<file path="src/keyed_span_extractor_assert.svh">
// Assertion macros shared by the keyed span extractor modules.
// Each use expects signals clk and rst_n in the enclosing module.
`ifndef KEYED_SPAN_EXTRACTOR_ASSERT_SVH
`define KEYED_SPAN_EXTRACTOR_ASSERT_SVH

// Same-cycle implication, checked outside reset.
`define KSE_ASSERT_IMPL(label, ante, cons) \
  label: assert property (@(posedge clk) disable iff (!rst_n) (ante) |-> (cons)) \
    else $error("keyed_span_extractor assertion failed");

// Next-cycle implication, checked outside reset.
`define KSE_ASSERT_NEXT(label, ante, cons) \
  label: assert property (@(posedge clk) disable iff (!rst_n) (ante) |=> (cons)) \
    else $error("keyed_span_extractor assertion failed");

`endif

</file>
<file path="src/kse_pkg.sv">
// Package for the keyed span extractor: keywords, codes, queue entry type.
// No dependencies.
package kse_pkg;

  localparam logic [55:0] KEY_BIDS  = 56'h2262696473223a;
  localparam logic [55:0] KEY_ASKS  = 56'h2261736b73223a;
  localparam logic [55:0] KEY_STAMP = 56'h7374616d70223a;

  localparam logic [7:0] CH_OPEN  = 8'h5b;
  localparam logic [7:0] CH_CLOSE = 8'h5d;
  localparam logic [7:0] DIGIT_LO = 8'h30;
  localparam logic [7:0] DIGIT_HI = 8'h39;
  localparam logic [7:0] CH_NUL   = 8'h00;

  localparam logic [7:0]  DEPTH_MAX  = 8'd255;
  localparam logic [15:0] OFFSET_MAX = 16'hffff;

  localparam logic [1:0] MODE_SCAN   = 2'd0;
  localparam logic [1:0] MODE_ARRAY  = 2'd1;
  localparam logic [1:0] MODE_SKIP   = 2'd2;
  localparam logic [1:0] MODE_DIGITS = 2'd3;

  localparam logic [1:0] KIND_BIDS  = 2'd0;
  localparam logic [1:0] KIND_ASKS  = 2'd1;
  localparam logic [1:0] KIND_STAMP = 2'd2;
  localparam logic [1:0] KIND_END   = 2'd3;

  localparam int QDEPTH = 4;
  localparam int QAW    = $clog2(QDEPTH);

  typedef struct packed {
    logic        has_span;
    logic [1:0]  span_kind;
    logic [15:0] span_start;
    logic [15:0] span_length;
    logic        has_end;
    logic        end_status;
  } event_t;

endpackage

</file>
<file path="src/kse_front.sv">
// Front end: accepts message bytes, matches keywords, tracks spans.
// Emits one queue entry per byte that yields results. Uses kse_pkg.
module kse_front
  import kse_pkg::*;
(
  input  logic       clk,
  input  logic       rst_n,
  input  logic       push,
  input  logic       q_full,
  input  logic [7:0] in_data_byte,
  input  logic       in_last_byte,
  output logic       q_wr,
  output event_t     q_entry
);

  logic [55:0] window_r, window_nxt;
  logic [1:0]  mode_r, mode_nxt;
  logic        asks_r, asks_nxt;
  logic [7:0]  depth_r, depth_nxt;
  logic [15:0] offset_r, offset_nxt;
  logic [15:0] cap_r, cap_nxt;
  logic        stopped_r, stopped_nxt;
  logic        accept;
  logic        ended;

  assign accept = push && !q_full;

  always_comb begin
    window_nxt  = window_r;
    mode_nxt    = mode_r;
    asks_nxt    = asks_r;
    depth_nxt   = depth_r;
    offset_nxt  = offset_r;
    cap_nxt     = cap_r;
    stopped_nxt = stopped_r;
    ended       = 1'b0;
    q_entry     = '0;
    if (accept) begin
      if (stopped_r) begin
        if (in_last_byte) begin
          stopped_nxt = 1'b0;
        end
      end else begin
        if (in_data_byte != CH_NUL) begin
          case (mode_r)
            MODE_SCAN: begin
              window_nxt = {window_r[47:0], in_data_byte};
              if (window_nxt == KEY_BIDS) begin
                mode_nxt  = MODE_ARRAY;
                asks_nxt  = 1'b0;
                depth_nxt = '0;
              end else if (window_nxt == KEY_ASKS) begin
                mode_nxt  = MODE_ARRAY;
                asks_nxt  = 1'b1;
                depth_nxt = '0;
              end else if (window_nxt == KEY_STAMP) begin
                mode_nxt = MODE_SKIP;
              end
            end
            MODE_ARRAY: begin
              if (in_data_byte == CH_OPEN) begin
                if (depth_r == '0) begin
                  cap_nxt = offset_r;
                end
                if (depth_r != DEPTH_MAX) begin
                  depth_nxt = depth_r + 8'd1;
                end
              end else if (in_data_byte == CH_CLOSE && depth_r != '0) begin
                depth_nxt = depth_r - 8'd1;
                if (depth_r == 8'd1) begin
                  q_entry.has_span    = 1'b1;
                  q_entry.span_kind   = asks_r ? KIND_ASKS : KIND_BIDS;
                  q_entry.span_start  = cap_r;
                  q_entry.span_length = offset_r - cap_r + 16'd1;
                  mode_nxt            = MODE_SCAN;
                end
              end
            end
            MODE_SKIP: begin
              if (in_data_byte inside {[DIGIT_LO:DIGIT_HI]}) begin
                cap_nxt  = offset_r;
                mode_nxt = MODE_DIGITS;
              end
            end
            MODE_DIGITS: begin
              if (!(in_data_byte inside {[DIGIT_LO:DIGIT_HI]})) begin
                q_entry.has_span    = 1'b1;
                q_entry.span_kind   = KIND_STAMP;
                q_entry.span_start  = cap_r;
                q_entry.span_length = offset_r - cap_r;
                mode_nxt            = MODE_SCAN;
              end
            end
            default: begin
              mode_nxt = MODE_SCAN;
            end
          endcase
          if (offset_r != OFFSET_MAX) begin
            offset_nxt = offset_r + 16'd1;
          end
        end
        ended = (in_data_byte == CH_NUL) || in_last_byte;
        if (ended) begin
          if (mode_nxt == MODE_DIGITS) begin
            q_entry.has_span    = 1'b1;
            q_entry.span_kind   = KIND_STAMP;
            q_entry.span_start  = cap_nxt;
            q_entry.span_length = offset_nxt - cap_nxt;
          end
          q_entry.has_end    = 1'b1;
          q_entry.end_status = (mode_nxt == MODE_ARRAY);
          stopped_nxt        = !in_last_byte;
        end
      end
      if (ended || (stopped_r && in_last_byte)) begin
        window_nxt = '0;
        mode_nxt   = MODE_SCAN;
        asks_nxt   = 1'b0;
        depth_nxt  = '0;
        offset_nxt = '0;
        cap_nxt    = '0;
      end
    end
  end

  assign q_wr = accept && (q_entry.has_span || q_entry.has_end);

  always_ff @(posedge clk) begin
    if (!rst_n) begin
      window_r  <= '0;
      mode_r    <= MODE_SCAN;
      asks_r    <= 1'b0;
      depth_r   <= '0;
      offset_r  <= '0;
      cap_r     <= '0;
      stopped_r <= 1'b0;
    end else begin
      window_r  <= window_nxt;
      mode_r    <= mode_nxt;
      asks_r    <= asks_nxt;
      depth_r   <= depth_nxt;
      offset_r  <= offset_nxt;
      cap_r     <= cap_nxt;
      stopped_r <= stopped_nxt;
    end
  end

endmodule

</file>
<file path="src/kse_queue.sv">
// Small event queue between front and back end.
// Uses kse_pkg and the assertion macros.
`include "keyed_span_extractor_assert.svh"
module kse_queue
  import kse_pkg::*;
(
  input  logic   clk,
  input  logic   rst_n,
  input  logic   wr,
  input  event_t wr_entry,
  input  logic   rd,
  output event_t head,
  output logic   empty,
  output logic   full
);

  event_t           mem_r [QDEPTH];
  logic [QAW-1:0]   wptr_r, wptr_nxt;
  logic [QAW-1:0]   rptr_r, rptr_nxt;
  logic [QAW:0]     cnt_r, cnt_nxt;
  logic             do_wr, do_rd;

  assign empty = (cnt_r == '0);
  assign full  = (cnt_r == (QAW+1)'(QDEPTH));
  assign do_wr = wr && !full;
  assign do_rd = rd && !empty;
  assign head  = mem_r[rptr_r];

  always_comb begin
    wptr_nxt = do_wr ? wptr_r + 1'b1 : wptr_r;
    rptr_nxt = do_rd ? rptr_r + 1'b1 : rptr_r;
    cnt_nxt  = cnt_r;
    if (do_wr && !do_rd) begin
      cnt_nxt = cnt_r + 1'b1;
    end else if (do_rd && !do_wr) begin
      cnt_nxt = cnt_r - 1'b1;
    end
  end

  always_ff @(posedge clk) begin
    if (do_wr) begin
      mem_r[wptr_r] <= wr_entry;
    end
  end

  always_ff @(posedge clk) begin
    if (!rst_n) begin
      wptr_r <= '0;
      rptr_r <= '0;
      cnt_r  <= '0;
    end else begin
      wptr_r <= wptr_nxt;
      rptr_r <= rptr_nxt;
      cnt_r  <= cnt_nxt;
    end
  end

  `KSE_ASSERT_IMPL(a_cnt_bound, 1'b1, cnt_r <= (QAW+1)'(QDEPTH))
  `KSE_ASSERT_IMPL(a_no_overflow, wr, !full)
  `KSE_ASSERT_NEXT(a_grow, rst_n && do_wr && !do_rd, cnt_r == $past(cnt_r) + 1'b1)

endmodule

</file>
<file path="src/kse_back.sv">
// Back end: splits queue entries into result items behind an output register.
// Uses kse_pkg and the assertion macros.
`include "keyed_span_extractor_assert.svh"
module kse_back
  import kse_pkg::*;
(
  input  logic        clk,
  input  logic        rst_n,
  input  event_t      q_head,
  input  logic        q_empty,
  output logic        q_rd,
  output logic        empty,
  input  logic        pop,
  output logic [1:0]  out_field_kind,
  output logic [15:0] out_span_start,
  output logic [15:0] out_span_length,
  output logic        out_status,
  output logic        out_end_of_run
);

  logic        valid_r, valid_nxt;
  logic        phase_r, phase_nxt;
  logic [1:0]  kind_r, kind_nxt;
  logic [15:0] start_r, start_nxt;
  logic [15:0] len_r, len_nxt;
  logic        status_r, status_nxt;
  logic        eor_r, eor_nxt;
  logic        load;
  logic        emit_span;

  assign load      = !q_empty && (!valid_r || pop);
  assign emit_span = q_head.has_span && !phase_r;

  always_comb begin
    valid_nxt  = valid_r && !pop;
    phase_nxt  = phase_r;
    kind_nxt   = kind_r;
    start_nxt  = start_r;
    len_nxt    = len_r;
    status_nxt = status_r;
    eor_nxt    = eor_r;
    q_rd       = 1'b0;
    if (load) begin
      valid_nxt = 1'b1;
      if (emit_span) begin
        kind_nxt   = q_head.span_kind;
        start_nxt  = q_head.span_start;
        len_nxt    = q_head.span_length;
        status_nxt = 1'b0;
        eor_nxt    = !q_head.has_end;
      end else begin
        kind_nxt   = KIND_END;
        start_nxt  = '0;
        len_nxt    = '0;
        status_nxt = q_head.end_status;
        eor_nxt    = 1'b1;
      end
      if (emit_span && q_head.has_end) begin
        phase_nxt = 1'b1;
      end else begin
        phase_nxt = 1'b0;
        q_rd      = 1'b1;
      end
    end
  end

  always_ff @(posedge clk) begin
    if (!rst_n) begin
      valid_r <= 1'b0;
      phase_r <= 1'b0;
    end else begin
      valid_r <= valid_nxt;
      phase_r <= phase_nxt;
    end
  end

  always_ff @(posedge clk) begin
    kind_r   <= kind_nxt;
    start_r  <= start_nxt;
    len_r    <= len_nxt;
    status_r <= status_nxt;
    eor_r    <= eor_nxt;
  end

  assign empty           = !valid_r;
  assign out_field_kind  = kind_r;
  assign out_span_start  = start_r;
  assign out_span_length = len_r;
  assign out_status      = status_r;
  assign out_end_of_run  = eor_r;

  `KSE_ASSERT_IMPL(a_phase_head, phase_r, !q_empty)
  `KSE_ASSERT_IMPL(a_head_nonnull, !q_empty, q_head.has_span || q_head.has_end)
  `KSE_ASSERT_IMPL(a_phase_valid, phase_r, valid_r)

endmodule

</file>
<file path="src/keyed_span_extractor.sv">
// Keyed span extractor: accepts one message byte per cycle while full is low;
// each accepted byte's results pass through the event queue and then the
// output register. A byte with two results gives two output items in turn;
// a four-entry event queue absorbs the burst. Synchronous reset (rst_n low)
// empties the queue and output register and clears all message state.
module keyed_span_extractor
  import kse_pkg::*;
(
  input  logic        clk,
  input  logic        rst_n,
  input  logic        push,
  output logic        full,
  input  logic [7:0]  in_data_byte,
  input  logic        in_last_byte,
  output logic        empty,
  input  logic        pop,
  output logic [1:0]  out_field_kind,
  output logic [15:0] out_span_start,
  output logic [15:0] out_span_length,
  output logic        out_status,
  output logic        out_end_of_run
);

  logic   q_wr;
  logic   q_rd;
  logic   q_empty;
  event_t q_entry;
  event_t q_head;

  kse_front u_front (
    .clk          (clk),
    .rst_n        (rst_n),
    .push         (push),
    .q_full       (full),
    .in_data_byte (in_data_byte),
    .in_last_byte (in_last_byte),
    .q_wr         (q_wr),
    .q_entry      (q_entry)
  );

  kse_queue u_queue (
    .clk      (clk),
    .rst_n    (rst_n),
    .wr       (q_wr),
    .wr_entry (q_entry),
    .rd       (q_rd),
    .head     (q_head),
    .empty    (q_empty),
    .full     (full)
  );

  kse_back u_back (
    .clk             (clk),
    .rst_n           (rst_n),
    .q_head          (q_head),
    .q_empty         (q_empty),
    .q_rd            (q_rd),
    .empty           (empty),
    .pop             (pop),
    .out_field_kind  (out_field_kind),
    .out_span_start  (out_span_start),
    .out_span_length (out_span_length),
    .out_status      (out_status),
    .out_end_of_run  (out_end_of_run)
  );

endmodule

</file>
<file path="config.mk">
export PLATFORM = sky130hd
export DESIGN_NAME = keyed_span_extractor
export DESIGN_NICKNAME = d
export VERILOG_FILES = /design/src/kse_pkg.sv /design/src/kse_front.sv /design/src/kse_queue.sv /design/src/kse_back.sv /design/src/keyed_span_extractor.sv
export VERILOG_INCLUDE_DIRS = /design/src /design/src/src
export SDC_FILE = /design/constraint.sdc
export NUM_CORES = 1
export LEC_CHECK = 0
export ABC_AREA = 0
export BUFFER_PORTS_ARGS = -buffer_cell sky130_fd_sc_hd__buf_2
export CAP_MARGIN = 20
export CORE_MARGIN = 5
export CORE_UTILIZATION = 40
export CTS_CLUSTER_DIAMETER = 60
export DETAILED_ROUTE_END_ITERATION = 8
export PLACE_DENSITY = 0.65
export SYNTH_ARGS = -nofsm -noshare
export SYNTH_HDL_FRONTEND = slang
export SYNTH_SLANG_ARGS = --single-unit
</file>
<file path="constraint.sdc">
create_clock -name clk -period 6.4 [get_ports clk]
set_clock_uncertainty 0.05 [all_clocks]
set_input_delay 0.32 -clock clk [delete_from_list [all_inputs] [get_ports clk]]
set_output_delay 0.32 -clock clk [all_outputs]
set_load 0.01 [all_outputs]
</file>
Word level (Yosys, flattened, before mapping)

Memories as Yosys holds them, arrays and structs flattened. A register that Yosys moved wholly into a read port is not among the register bits.
Index checks and enable logic that the tools add are counted.

Bits in registers: 137
Memory bits (writable): 148
Bits of input ports: 13
Output and inout port bits: 38
Memories: 1

Add/subtract/negate cells: 10
Order comparisons: 2
Equal/unequal tests: 18
Mux-type cells: 74
Reduce and logical (&&, ||, !) cells: 41

Memories:

| memory        | words | width | rd ports | clocked after memory_dff | wr ports | RTL line        | RTL |
|---|---|---|---|---|---|---|---|
| u_queue.mem_r | 4     | 37    | 1        | 1                        | 1        | kse_queue.sv:17 | `event_t mem_r [QDEPTH];` |

Operators by type and width:

| kind                    | number |
|---|---|
| $mux W16                | 14 |
| $mux W35                | 6 |
| $mux W48                | 4 |
| $eq A56 B54 Y1 const B  | 2 |
| $mux W37                | 3 |
| $pmux W35 S2            | 1 |
| $mux W8                 | 8 |
| $eq A56 B55 Y1 const B  | 1 |
| $add A16 B1 Y16 const B | 2 |
| $pmux W16 S2            | 1 |
| $sub A16 B16 Y16        | 2 |
| $mux W2                 | 15 |
| $mux W1                 | 18 |
| $eq A8 B7 Y1 const B    | 2 |
| $logic_not A8 Y1        | 2 |
| $ne A16 B16 Y1 const B  | 1 |
| $pmux W8 S2             | 1 |
| $reduce_bool A8 Y1      | 2 |
| $logic_and A1 B1 Y1     | 13 |
| $logic_not A1 Y1        | 9 |
| $add A8 B1 Y8 const B   | 1 |
| $eq A8 B1 Y1 const B    | 1 |
| $ge A8 B6 Y1 const B    | 1 |
| $le A8 B6 Y1 const B    | 1 |
| 22 further kinds        | 34 |

Depth between registers and ports, before layout

Gate-level depths: netlist of the first run.

Depth after elaboration: 20
Depth in mapped cells: 21
Gate-level depth less buffers: 19

By module

From an unflattened synthesis of the first run, not the netlist that was laid out.

Cell total of the unflattened synthesis: 1318
Area total of the unflattened synthesis: 14843.0 um^2

By module, submodules not included:

| module    | instances | cells an instance | area an instance (um^2) | sequential area each (um^2) |
|---|---|---|---|---|
| kse_front | 1         | 990               | 7482.2                  | 1841.8 |
| kse_queue | 1         | 241               | 5863.1                  | 4624.4 |
| kse_back  | 1         | 87                | 1497.7                  | 1121.1 |

Worst setup path before layout of the first run

OpenSTA, ideal clock, no wires.

Kind: reg-to-reg
Start point: register u_front.depth_r[4]
End point: memory u_queue.mem_r[0][17] (netlist bit) (data pin)
Setup time: 0.290 ns
Data arrival time: 4.241 ns
Path slack: 1.818 ns
Cell stages (with the launch flop): 19
Path buffers: 2
Period minus slack after synthesis: 4.582 ns
Cell sequence: dfxtp_1 -> buf_6 -> or4_4 -> nor3_1 -> nand4_1 -> nand2_1 -> clkbuf_1 -> a22oi_1 -> ha_1 -> o21a_1 -> o21a_1 -> o21a_1 -> o21ai_0 -> nand2b_1 -> and3_1 -> a311oi_1 -> a211oi_1 -> mux2i_1 -> a2111oi_0

RTL lines:

| what                   | RTL line         | RTL |
|---|---|---|
| start, declared        | kse_front.sv:19  | `logic [7:0] depth_r, depth_nxt;` |
| start signal, assigned | kse_front.sv:141 | `depth_r <= depth_nxt;` |
| end, declared          | kse_queue.sv:17  |  |

==> results of run 1 <==
==> placed cells by master, fill, tap and decap left out, types with 9 or more instances in the layout <==
cell / n
sky130_fd_sc_hd__a211oi_1: 12
sky130_fd_sc_hd__a21boi_0: 43
sky130_fd_sc_hd__a21o_1: 16
sky130_fd_sc_hd__a21oi_1: 44
sky130_fd_sc_hd__a22oi_1: 29
sky130_fd_sc_hd__a31oi_1: 22
sky130_fd_sc_hd__and2_1: 30
sky130_fd_sc_hd__and3_1: 47
sky130_fd_sc_hd__buf_2: 50
sky130_fd_sc_hd__buf_4: 12
sky130_fd_sc_hd__clkbuf_1: 9
sky130_fd_sc_hd__clkbuf_16: 36
sky130_fd_sc_hd__dfxtp_1: 102
sky130_fd_sc_hd__edfxtp_1: 184
sky130_fd_sc_hd__ha_1: 44
sky130_fd_sc_hd__inv_1: 49
sky130_fd_sc_hd__mux4_2: 37
sky130_fd_sc_hd__nand2_1: 118
sky130_fd_sc_hd__nand2b_1: 11
sky130_fd_sc_hd__nand3_1: 71
sky130_fd_sc_hd__nand4_1: 20
sky130_fd_sc_hd__nor2_1: 78
sky130_fd_sc_hd__nor2b_1: 30
sky130_fd_sc_hd__nor3_1: 33
sky130_fd_sc_hd__nor3b_1: 9
sky130_fd_sc_hd__nor4_1: 17
sky130_fd_sc_hd__o21ai_0: 53
sky130_fd_sc_hd__or3_1: 14
sky130_fd_sc_hd__or4_1: 9
sky130_fd_sc_hd__xnor2_1: 30
sky130_fd_sc_hd__xor2_1: 26
==> where the power goes <==
part           switching [W]  leakage, nW  internal (W)
clock network       0.000799        0.563       0.00115
logic               0.000604         2.66      0.000406
registers          0.0000663         2.61       0.00222
==> through the flow <==
step	instance area [um2]	power, W
global route	16800	0.00550
CTS	16800	0.00530
finish	16800	0.00524
floorplan	15000	0.00303
global placement	15700	0.00333
detailed placement	15700	0.00335
==> worst max path at each step <==
| stage | startpoint | end | slack (ns) |
|---|---|---|---|
| final | u_front.depth_r[3] | u_queue.mem_r[2][17] | 0.77 |
| after global routing | u_front.depth_r[2] | u_queue.mem_r[0][17] | 0.29 |
| after CTS | u_front.depth_r[3] | u_queue.mem_r[2][17] | 0.85 |
| after detailed placement | in_data_byte[2] | u_queue.mem_r[1][17] | 0.80 |
| after global placement | in_data_byte[2] | u_queue.mem_r[0][17] | 1.15 |
| after floorplan | u_front.depth_r[4] | u_queue.mem_r[0][17] | 1.82 |
==> cell families after synthesis <==
logic type	after synthesis	synth area share
mux	47	0.0625
fa+ha+maj	46	0.0394
xor+xnor	56	0.0328
compound gates	297	0.135
buf+inv	122	0.0313
flops	287	0.507
simple gates	534	0.192
==> flip-flops by register name, summed over array words and instances, names as in the netlist, named ones only <==
name                    count
u_queue.mem_r             148
u_queue.rptr_r              2
u_back.out_end_of_run       1
u_back.out_span_length     16
u_queue.cnt_r               3
u_front.depth_r             8
u_front.asks_r              1
u_back.valid_r              1
u_front.stopped_r           1
u_queue.wptr_r              2
u_front.offset_r           16
u_back.out_status           1
u_front.cap_r              16
u_back.out_field_kind       2
u_front.mode_r              2
u_front.window_r           48
u_back.phase_r              1
u_back.out_span_start      16
==> cell type report <==
| type | instances | area [um2] |
|---|---|---|
| flip-flops and latches | 287 | 7590 |
| repair buffers | 63 | 368 |
| clock buffers | 45 | 935 |
| clock inverters | 20 | 215 |
| fillers | 3381 | 19900 |
| well taps | 468 | 586 |
| multi-input cells | 980 | 6970 |
| inverters | 49 | 184 |
==> routing by layer <==
metal / track usage / up-vias / routed length (um)
met1: 0.244 / 5449 / 16600
met3: 0.0259 / 61 / 1880
met5: 0 / - / 0
met4: 0.0554 / 0 / 1010
li1: - / 5312 / -
met2: 0.284 / 333 / 17100
==> critical path: stages (launching register included) <==
cell,delay [ns]
sky130_fd_sc_hd__dfxtp_1,0.36
sky130_fd_sc_hd__or4_4,0.56
sky130_fd_sc_hd__nor3_1,0.27
sky130_fd_sc_hd__nand4_1,0.35
sky130_fd_sc_hd__nand2_1,0.64
sky130_fd_sc_hd__a22oi_1,0.23
sky130_fd_sc_hd__ha_1,0.42
sky130_fd_sc_hd__o21a_1,0.20
sky130_fd_sc_hd__o21a_1,0.16
sky130_fd_sc_hd__o21a_1,0.17
sky130_fd_sc_hd__o21ai_0,0.16
sky130_fd_sc_hd__nand2b_1,0.11
sky130_fd_sc_hd__and3_1,0.22
sky130_fd_sc_hd__a311oi_1,0.28
sky130_fd_sc_hd__a211oi_1,0.10
sky130_fd_sc_hd__mux2i_1,0.14
sky130_fd_sc_hd__a2111oi_0,0.86
==> results.md, run 1 <==
* Library cells used by synthesis at 81
* Average routed wire per standard cell at 19.1 um
* Clock network latency to the later pin of the worst-skew pair at 0.52 ns
* Die area at 41400 um2
* Total grt overflow at 0
* Final ANT Viol Nets at 0
* # rows at 70
* Highest fanout seen on the critical path at 16
* Flop-to-flop setup slack at 0.77 ns
* Setup repair after global routing missed its margin: false
* Worst Hold Class: in2reg
* Post-layout minimum cycle time at 5.63 ns
* Detailed placer's ending HPWL at 24.7 mm
* Count of flip-flops with a built-in enable after synthesis at 184
* Portion of the clock cycle consumed by the worst path in the final layout at 0.879
* Mean instance size in the synthesized netlist at 10.8 um2
* Hold wc startpoint: in_data_byte[7]
* CTS HTree Levels at 2
* Final setup slack of the worst path at 0.772 ns
* Top-level I/O count at 51
* Post-CTS Resized at 0
* Routability Congestion at 0.936
* Largest area contributor in the synthesized netlist: sky130_fd_sc_hd__edfxtp_1
* Layout Cells excl Fill at 1912
* CTS sink cnt at 287
* Clock tree from TritonCTS: built
* Setup Fix Bufs, Post-CTS at 0
* Wire length reported by the detailed router at 36.6 mm
* Post-synthesis to final-layout area growth at 12.5%
* Cts hold-fix bufs at 0
* Type of the worst setup path: reg2reg
* Max-cap viol count at 0
* Share of synthesized registers carrying an async set or reset at 0
* First DRT Iteration DRCs at 903
* DIE WIDTH at 203 um
* Worst-case setup slack after placement at 0.801 ns
* Worst Path Required at 6.53 ns
* Final Slew Violations at 0
* Count of vias placed by the detailed router at 11155
* Critical register-to-register path endpoint: u_queue.mem_r[2][17]
* Share of layout cells above drive strength 1 at 0.131
* Part of the Yosys area used for sequential elements at 0.507
* Worst Path Arrival at 5.76 ns
* Count of buffers inserted at the top-level ports at 50
* Standby leakage power at 5.83 nW
* Post-detailed-route via-to-cell ratio at 5.83
* Worst slack on hold paths at 0.0886 ns
* Largest net degree at the start of global routing at 97
* Global-route wire length before repair at 58.9 mm
* Maximum achievable frequency at 0.178 GHz
* Total setup violations reported at the end of the flow at 0
* Worst-path clk slew at 0.06 ns
* Max rail drop VDD at 186 uV
* Final Hold Fails at 0
* Proportion of netlist area held by the largest area contributor at 0.369
* Number of synthesized register bits at 287
* Most frequent cells after synthesis: sky130_fd_sc_hd__edfxtp_1 (184), sky130_fd_sc_hd__nand2_1 (118), sky130_fd_sc_hd__dfxtp_1 (103)
* Vias in the first global route at 10655
* Number of antenna violations at the first check in global routing at 0
* Netlist area before placement at 15000 um2
* Cell at the root of the clock tree: sky130_fd_sc_hd__clkbuf_16
* Worst hold path endpoint: u_front.window_r[7]
* Critical Path Source Type: flip-flop
* Worst max-slew margin expressed relative to the limit at 0.302
* Kind of capture point of the worst setup path: flip-flop
* Worst r2r src: u_front.depth_r[3]
* Main flop type after synthesis: sky130_fd_sc_hd__edfxtp_1
* Number of warnings printed during yosys synthesis at 0
* Effective utilization at floorplan at 0.407
* Hold Path Depth at 3
* Height of the chip at 203 um
* Clk buf depth at 3
* Accumulated negative setup slack at 0 ns
* Status: finished clean
* Slew of the pin with the lowest slew margin at 1.02 ns
* Area inside the core boundary at 36800 um2
* Number of diodes at 0
* Synthesized netlist cell count at 1389
* Placed cell count at 1846
* GRT Resource Usage Total at 0.175
* Total Nets Final at 1476
* Post-Route Utilization at 0.458
* Remaining DRCs at 0
* Most common cell in the netlist: sky130_fd_sc_hd__edfxtp_1
* Number of buffers created by CTS at 36
* Power density over the cells at 311 nW/um2
* Top area cells in the synthesized netlist: sky130_fd_sc_hd__edfxtp_1 (37%), sky130_fd_sc_hd__dfxtp_1 (14%), sky130_fd_sc_hd__mux4_2 (5.6%), sky130_fd_sc_hd__ha_1 (3.7%), sky130_fd_sc_hd__nand2_1 (3.0%)
* DRT Pass-1 Iters at 5
* Syn_nets at 1448
* Worst reg2reg path depth at 16
No activity file was read; power rests on OpenSTA's default activity.
==> run 2, diff against run 1 <==
--- a/config.mk
+++ b/config.mk
@@ -7,13 +7,13 @@
 export NUM_CORES = 1
 export LEC_CHECK = 0
 export ABC_AREA = 0
-export BUFFER_PORTS_ARGS = -buffer_cell sky130_fd_sc_hd__buf_2
 export CAP_MARGIN = 20
 export CORE_MARGIN = 5
 export CORE_UTILIZATION = 40
 export CTS_CLUSTER_DIAMETER = 60
 export DETAILED_ROUTE_END_ITERATION = 8
-export PLACE_DENSITY = 0.65
+export DONT_BUFFER_PORTS = 1
+export PLACE_DENSITY = 0.64
 export SYNTH_ARGS = -nofsm -noshare
 export SYNTH_HDL_FRONTEND = slang
 export SYNTH_SLANG_ARGS = --single-unit
==> results.md, run 2 (synthesized netlist as in run 1, its figures left out) <==
* Worst Hold Class: in2reg
* DRT Pass-1 Iters at 5
* Global-route wire length before repair at 59.2 mm
* Accumulated negative setup slack at 0 ns
* # rows at 70
* Worst-case setup slack after placement at 1.02 ns
* Remaining DRCs at 0
* Number of diodes at 0
* CTS sink cnt at 287
* Detailed placer's ending HPWL at 25.7 mm
* Number of buffers created by CTS at 37
* Standby leakage power at 5.65 nW
* Wire length reported by the detailed router at 37.4 mm
* Maximum achievable frequency at 0.182 GHz
* Register ranked first by flip-flop count: u_queue.mem_r
* Portion of the clock cycle consumed by the worst path in the final layout at 0.859
* Post-detailed-route via-to-cell ratio at 5.86
* Slew of the pin with the lowest slew margin at 1.07 ns
* Post-layout minimum cycle time at 5.50 ns
* Total Nets Final at 1431
* Final ANT Viol Nets at 0
* CTS HTree Levels at 2
* Cell at the root of the clock tree: sky130_fd_sc_hd__clkbuf_16
* Height of the chip at 203 um
* Clock network latency to the later pin of the worst-skew pair at 0.52 ns
* Area inside the core boundary at 36800 um2
* Number of antenna violations at the first check in global routing at 0
* Status: finished clean
* Type of the worst setup path: reg2reg
* Average routed wire per standard cell at 20.0 um
* Total setup violations reported at the end of the flow at 0
* Largest regs: u_queue.mem_r x148, u_front.window_r x48
* Vias in the first global route at 10458
* Critical Path Source Type: flip-flop
* Kind of capture point of the worst setup path: flip-flop
* Routability Congestion at 0.989
* Post-synthesis to final-layout area growth at 11.4%
* Max rail drop VDD at 184 uV
* Count of vias placed by the detailed router at 10942
* Effective utilization at floorplan at 0.407
* Final setup slack of the worst path at 0.902 ns
* Largest net degree at the start of global routing at 96
* Total grt overflow at 0
* Highest fanout seen on the critical path at 16
* Setup Fix Bufs, Post-CTS at 0
* Count of buffers inserted at the top-level ports at 0
* Most common library cell in the layout ignoring fill and taps: sky130_fd_sc_hd__edfxtp_1
* Final Hold Fails at 0
* GRT Resource Usage Total at 0.177
* Placed cell count at 1798
* First DRT Iteration DRCs at 949
* Worst-path clk slew at 0.06 ns
* Worst max-slew margin expressed relative to the limit at 0.284
* Layout Cells excl Fill at 1868
* Power density over the cells at 311 nW/um2
* Post-CTS Resized at 0
* Die area at 41400 um2
* Worst Path Required at 6.54 ns
* Worst slack on hold paths at 0.0244 ns
* Setup repair after global routing missed its margin: false
* Clock tree from TritonCTS: built
* Max-cap viol count at 0
* DIE WIDTH at 203 um
* Worst Path Arrival at 5.64 ns
* Number of flip-flops under the largest register name at 148
* Final Slew Violations at 0
* Clk buf depth at 3
* Filler Cells Inserted at 3391
* Most frequent cells in the layout: sky130_fd_sc_hd__edfxtp_1 (184), sky130_fd_sc_hd__nand2_1 (118), sky130_fd_sc_hd__dfxtp_1 (102)
* Top-level I/O count at 51
* Share of layout cells above drive strength 1 at 0.0993
-- run 2: cell count changes in the layout (fill, tap and decap cells not counted), moves of 2 or more --
cell,delta
sky130_fd_sc_hd__inv_6,-3
sky130_fd_sc_hd__clkinv_1,+2
sky130_fd_sc_hd__clkinvlp_4,+3
sky130_fd_sc_hd__dlygate4sd3_1,+2
sky130_fd_sc_hd__clkbuf_16,+2
sky130_fd_sc_hd__clkinv_4,-4
sky130_fd_sc_hd__buf_2,-50
sky130_fd_sc_hd__buf_4,+2
sky130_fd_sc_hd__clkbuf_1,+3
-- run 2: repair_timing --
item | CTS | global route
endpoints found under the setup margin | 0 | 0
endpoints found under the hold margin | 96 | 0
hold buffers | 3 | 0
-- run 2: stage by stage --
stage / area, um2 / util / total power (W)
3_5_place_dp: 15400 / 0.420 / 0.00324
2_1_floorplan: 15000 / - / 0.00303
4_1_cts: 16700 / 0.453 / 0.00526
5_1_grt: 16700 / 0.453 / 0.00542
3_3_place_gp: 15400 / 0.420 / 0.00323
6_report: 16700 / 0.453 / 0.00519
-- run 2: critical path, stage by stage (launching register included) --
cell and delay, ns:
sky130_fd_sc_hd__dfxtp_1 0.36, sky130_fd_sc_hd__or4_4 0.56, sky130_fd_sc_hd__nor3_1 0.27, sky130_fd_sc_hd__nand4_1 0.33, sky130_fd_sc_hd__nand2_1 0.62, sky130_fd_sc_hd__a22oi_1 0.21
sky130_fd_sc_hd__ha_1 0.42, sky130_fd_sc_hd__o21a_1 0.19, sky130_fd_sc_hd__o21a_1 0.16, sky130_fd_sc_hd__o21a_1 0.18, sky130_fd_sc_hd__o21ai_0 0.16, sky130_fd_sc_hd__nand2b_1 0.09
sky130_fd_sc_hd__and3_1 0.21, sky130_fd_sc_hd__a311oi_1 0.29, sky130_fd_sc_hd__a211oi_1 0.10, sky130_fd_sc_hd__mux2i_1 0.13, sky130_fd_sc_hd__a2111oi_0 0.83
-- run 2: per-layer routing --
metal	GRT usage	vias to the layer above	wire, um
met5	0	-	0
met1	0.254	5346	17500
met2	0.279	325	17000
met3	0.0281	58	2060
li1	-	5213	-
met4	0.0511	0	854
-- run 2: final cells by class --
class                      count  area, um2  share of cell area
sequential                   287       7590               0.455
timing repair buffer          17        153             0.00916
clock buffer                  51       1010              0.0606
clock inverter                16        181              0.0109
inverter                      49        184              0.0110
tap                          468        586              0.0351
multi-input combinational    980       6970               0.418
-- run 2: power breakdown --
| part | leakage, nW | switching, W | internal, W | total (W) |
|---|---|---|---|---|
| clock network | 0.569 | 0.000770 | 0.00123 | 0.00200 |
| registers | 2.61 | 0.000141 | 0.00223 | 0.00237 |
| logic | 2.48 | 0.000497 | 0.000322 | 0.000819 |
-- run 2: worst paths after layout --
path | slack [ns] | start | to | cells after the start
min reg2reg | 0.41 | u_front.window_r[41] | u_front.window_r[41] | 2
min | 0.02 | push | u_front.stopped_r | 3
max | 0.90 | u_front.depth_r[3] | u_queue.mem_r[1][17] | 16
max reg2reg | 0.90 | u_front.depth_r[3] | u_queue.mem_r[1][17] | 16
==> run 3, diff against run 2 <==
==> constraint.sdc (replaced) <==
create_clock -name clk -period 6.8 [get_ports clk]
set_clock_uncertainty 0.05 [all_clocks]
set_input_delay 0.34 -clock clk [delete_from_list [all_inputs] [get_ports clk]]
set_output_delay 0.34 -clock clk [all_outputs]
set_load 0.01 [all_outputs]
==> results.md, run 3 (synthesized netlist as in run 1, its figures left out) <==
* Max-cap viol count at 0
* Status: finished clean
* Total grt overflow at 0
* Worst Path Required at 6.95 ns
* CP Buf/Inv Count at 0
* Worst-path cell chain: or4_4 > nor3_1 > nand4_1 > nand2_1 > a22oi_1 > ha_1 > o21a_1 > o21a_1 > o21a_1 > o21ai_0 > nand2b_1 > and3_1 > a311oi_1 > a211oi_1 > mux2i_1 > a2111oi_0
* Height of the chip at 203 um
* CTS sink cnt at 287
* Post-CTS Resized at 0
* Critical Path Max Stage Delay at 0.75 ns
* Placed cell count at 1795
* Type of the worst setup path: reg2reg
* First DRT Iteration DRCs at 703
* Number of flip-flops under the largest register name at 148
* Family with the most delay on the worst path: simple AND/OR/NAND/NOR gates
* Area inside the core boundary at 36800 um2
* Max rail drop VDD at 201 uV
* Most frequent cells in the layout: sky130_fd_sc_hd__edfxtp_1 (184), sky130_fd_sc_hd__nand2_1 (118), sky130_fd_sc_hd__dfxtp_1 (102)
* Post-layout minimum cycle time at 5.44 ns
* Critical Path Source Type: flip-flop
* Final setup slack of the worst path at 1.36 ns
* Average routed wire per standard cell at 20.0 um
* Setup Fix Bufs, Post-CTS at 0
* Remaining DRCs at 0
* Routability Congestion at 0.936
* Effective utilization at floorplan at 0.407
* Count of buffers inserted at the top-level ports at 0
* Accumulated negative setup slack at 0 ns
* CTS HTree Levels at 2
* Worst max-slew margin expressed relative to the limit at 0.267
* Die area at 41400 um2
* Worst-case setup slack after placement at 1.43 ns
* DRT Pass-1 Iters at 6
* Maximum achievable frequency at 0.184 GHz
* Clk buf depth at 3
* Power density over the cells at 294 nW/um2
* Layout Cells excl Fill at 1864
* Cell at the root of the clock tree: sky130_fd_sc_hd__clkbuf_16
* Vias in the first global route at 10572
* Flip-flop and latch area at 7590 um2
* Largest net degree at the start of global routing at 96
* Share of layout cells above drive strength 1 at 0.102
* Most common library cell in the layout ignoring fill and taps: sky130_fd_sc_hd__edfxtp_1
* Top-level I/O count at 51
* Cts hold-fix bufs at 3
* Total setup violations reported at the end of the flow at 0
* Setup repair after global routing missed its margin: false
* Detailed placer's ending HPWL at 25.3 mm
* Dominant cell type by count on the critical path: sky130_fd_sc_hd__o21a_1
* Worst Hold Class: in2reg
* Footprint of the multi-input gates at 6970 um2
* # rows at 70
* Final Hold Fails at 0
* Register ranked first by flip-flop count: u_queue.mem_r
* Final ANT Viol Nets at 0
* Wire length reported by the detailed router at 37.2 mm
* Final Slew Violations at 0
* Post-detailed-route via-to-cell ratio at 5.80
* Clock network latency to the later pin of the worst-skew pair at 0.52 ns
* Post-Route Utilization at 0.454
* Highest fanout seen on the critical path at 16
* Slowest cell on the critical path: sky130_fd_sc_hd__a2111oi_0
* Global-route wire length before repair at 59.6 mm
* Filler Cells Inserted at 3382
* DIE WIDTH at 203 um
* Post-synthesis to final-layout area growth at 11.5%
* GRT Resource Usage Total at 0.178
* Largest regs: u_queue.mem_r x148, u_front.window_r x48
* Worst-path clk slew at 0.06 ns
* Worst slack on hold paths at 0.0510 ns
* Total Nets Final at 1428
* Count of vias placed by the detailed router at 10817
* Number of antenna violations at the first check in global routing at 0
* Worst Path Arrival at 5.59 ns
* Standby leakage power at 5.66 nW
* Number of buffers created by CTS at 36
* Kind of capture point of the worst setup path: flip-flop
* Slew of the pin with the lowest slew margin at 1.10 ns
* Number of diodes at 0
* Clock tree from TritonCTS: built
* Portion of the clock cycle consumed by the worst path in the final layout at 0.801
-- run 3: cell types whose count changed in the layout (fill, tap and decap cells not counted), moves of 2 or more --
cell / delta
sky130_fd_sc_hd__buf_4: -3
sky130_fd_sc_hd__clkbuf_8: +2
sky130_fd_sc_hd__clkinv_4: +3
sky130_fd_sc_hd__clkinv_1: -2
sky130_fd_sc_hd__clkbuf_1: -6
-- run 3: report_power, final --
part           total, W  switching [W]  internal (W)  leakage (nW)
clock           0.00190       0.000738       0.00116         0.587
sequential      0.00223       0.000135       0.00210          2.61
combinational  0.000775       0.000471      0.000305          2.47
-- run 3: final timing paths --
path | start | to | slack (ns) | depth (start not counted)
hold reg to reg | u_front.window_r[41] | u_front.window_r[41] | 0.42 | 2
setup reg to reg | u_front.depth_r[3] | u_queue.mem_r[1][17] | 1.36 | 16
hold / removal | in_data_byte[6] | u_front.window_r[6] | 0.05 | 3
setup / recovery | u_front.depth_r[3] | u_queue.mem_r[1][17] | 1.36 | 16
-- run 3: through the flow --
step           area, um2  total power (W)
2_1_floorplan      15000          0.00285
3_3_place_gp       15400          0.00304
3_5_place_dp       15400          0.00305
4_1_cts            16700          0.00498
5_1_grt            16700          0.00514
6_report           16700          0.00491
-- run 3: cell type report --
class,count,area share
Clock buffer,48,0.0623
Clock inverter,17,0.0104
Inverter,49,0.0110
Multi-Input combinational cell,980,0.418
Sequential cell,287,0.455
Tap cell,468,0.0351
Timing Repair Buffer,15,0.00855
-- run 3: per-layer routing --
| metal | part of all wire | routed length (um) | vias up | GRT usage |
|---|---|---|---|---|
| met5 | 0 | 0 | - | 0 |
| met4 | 0.029 | 1100 | 0 | 0.0595 |
| met3 | 0.058 | 2150 | 67 | 0.0294 |
| met2 | 0.45 | 16800 | 340 | 0.278 |
| met1 | 0.46 | 17100 | 5214 | 0.253 |
| li1 | - | - | 5196 | - |
-- run 3: worst min-delay path, stage by stage --
cell and delay (ns):
sky130_fd_sc_hd__and3_1 0.12, sky130_fd_sc_hd__a21oi_1 0.04, sky130_fd_sc_hd__nor2b_1 0.09
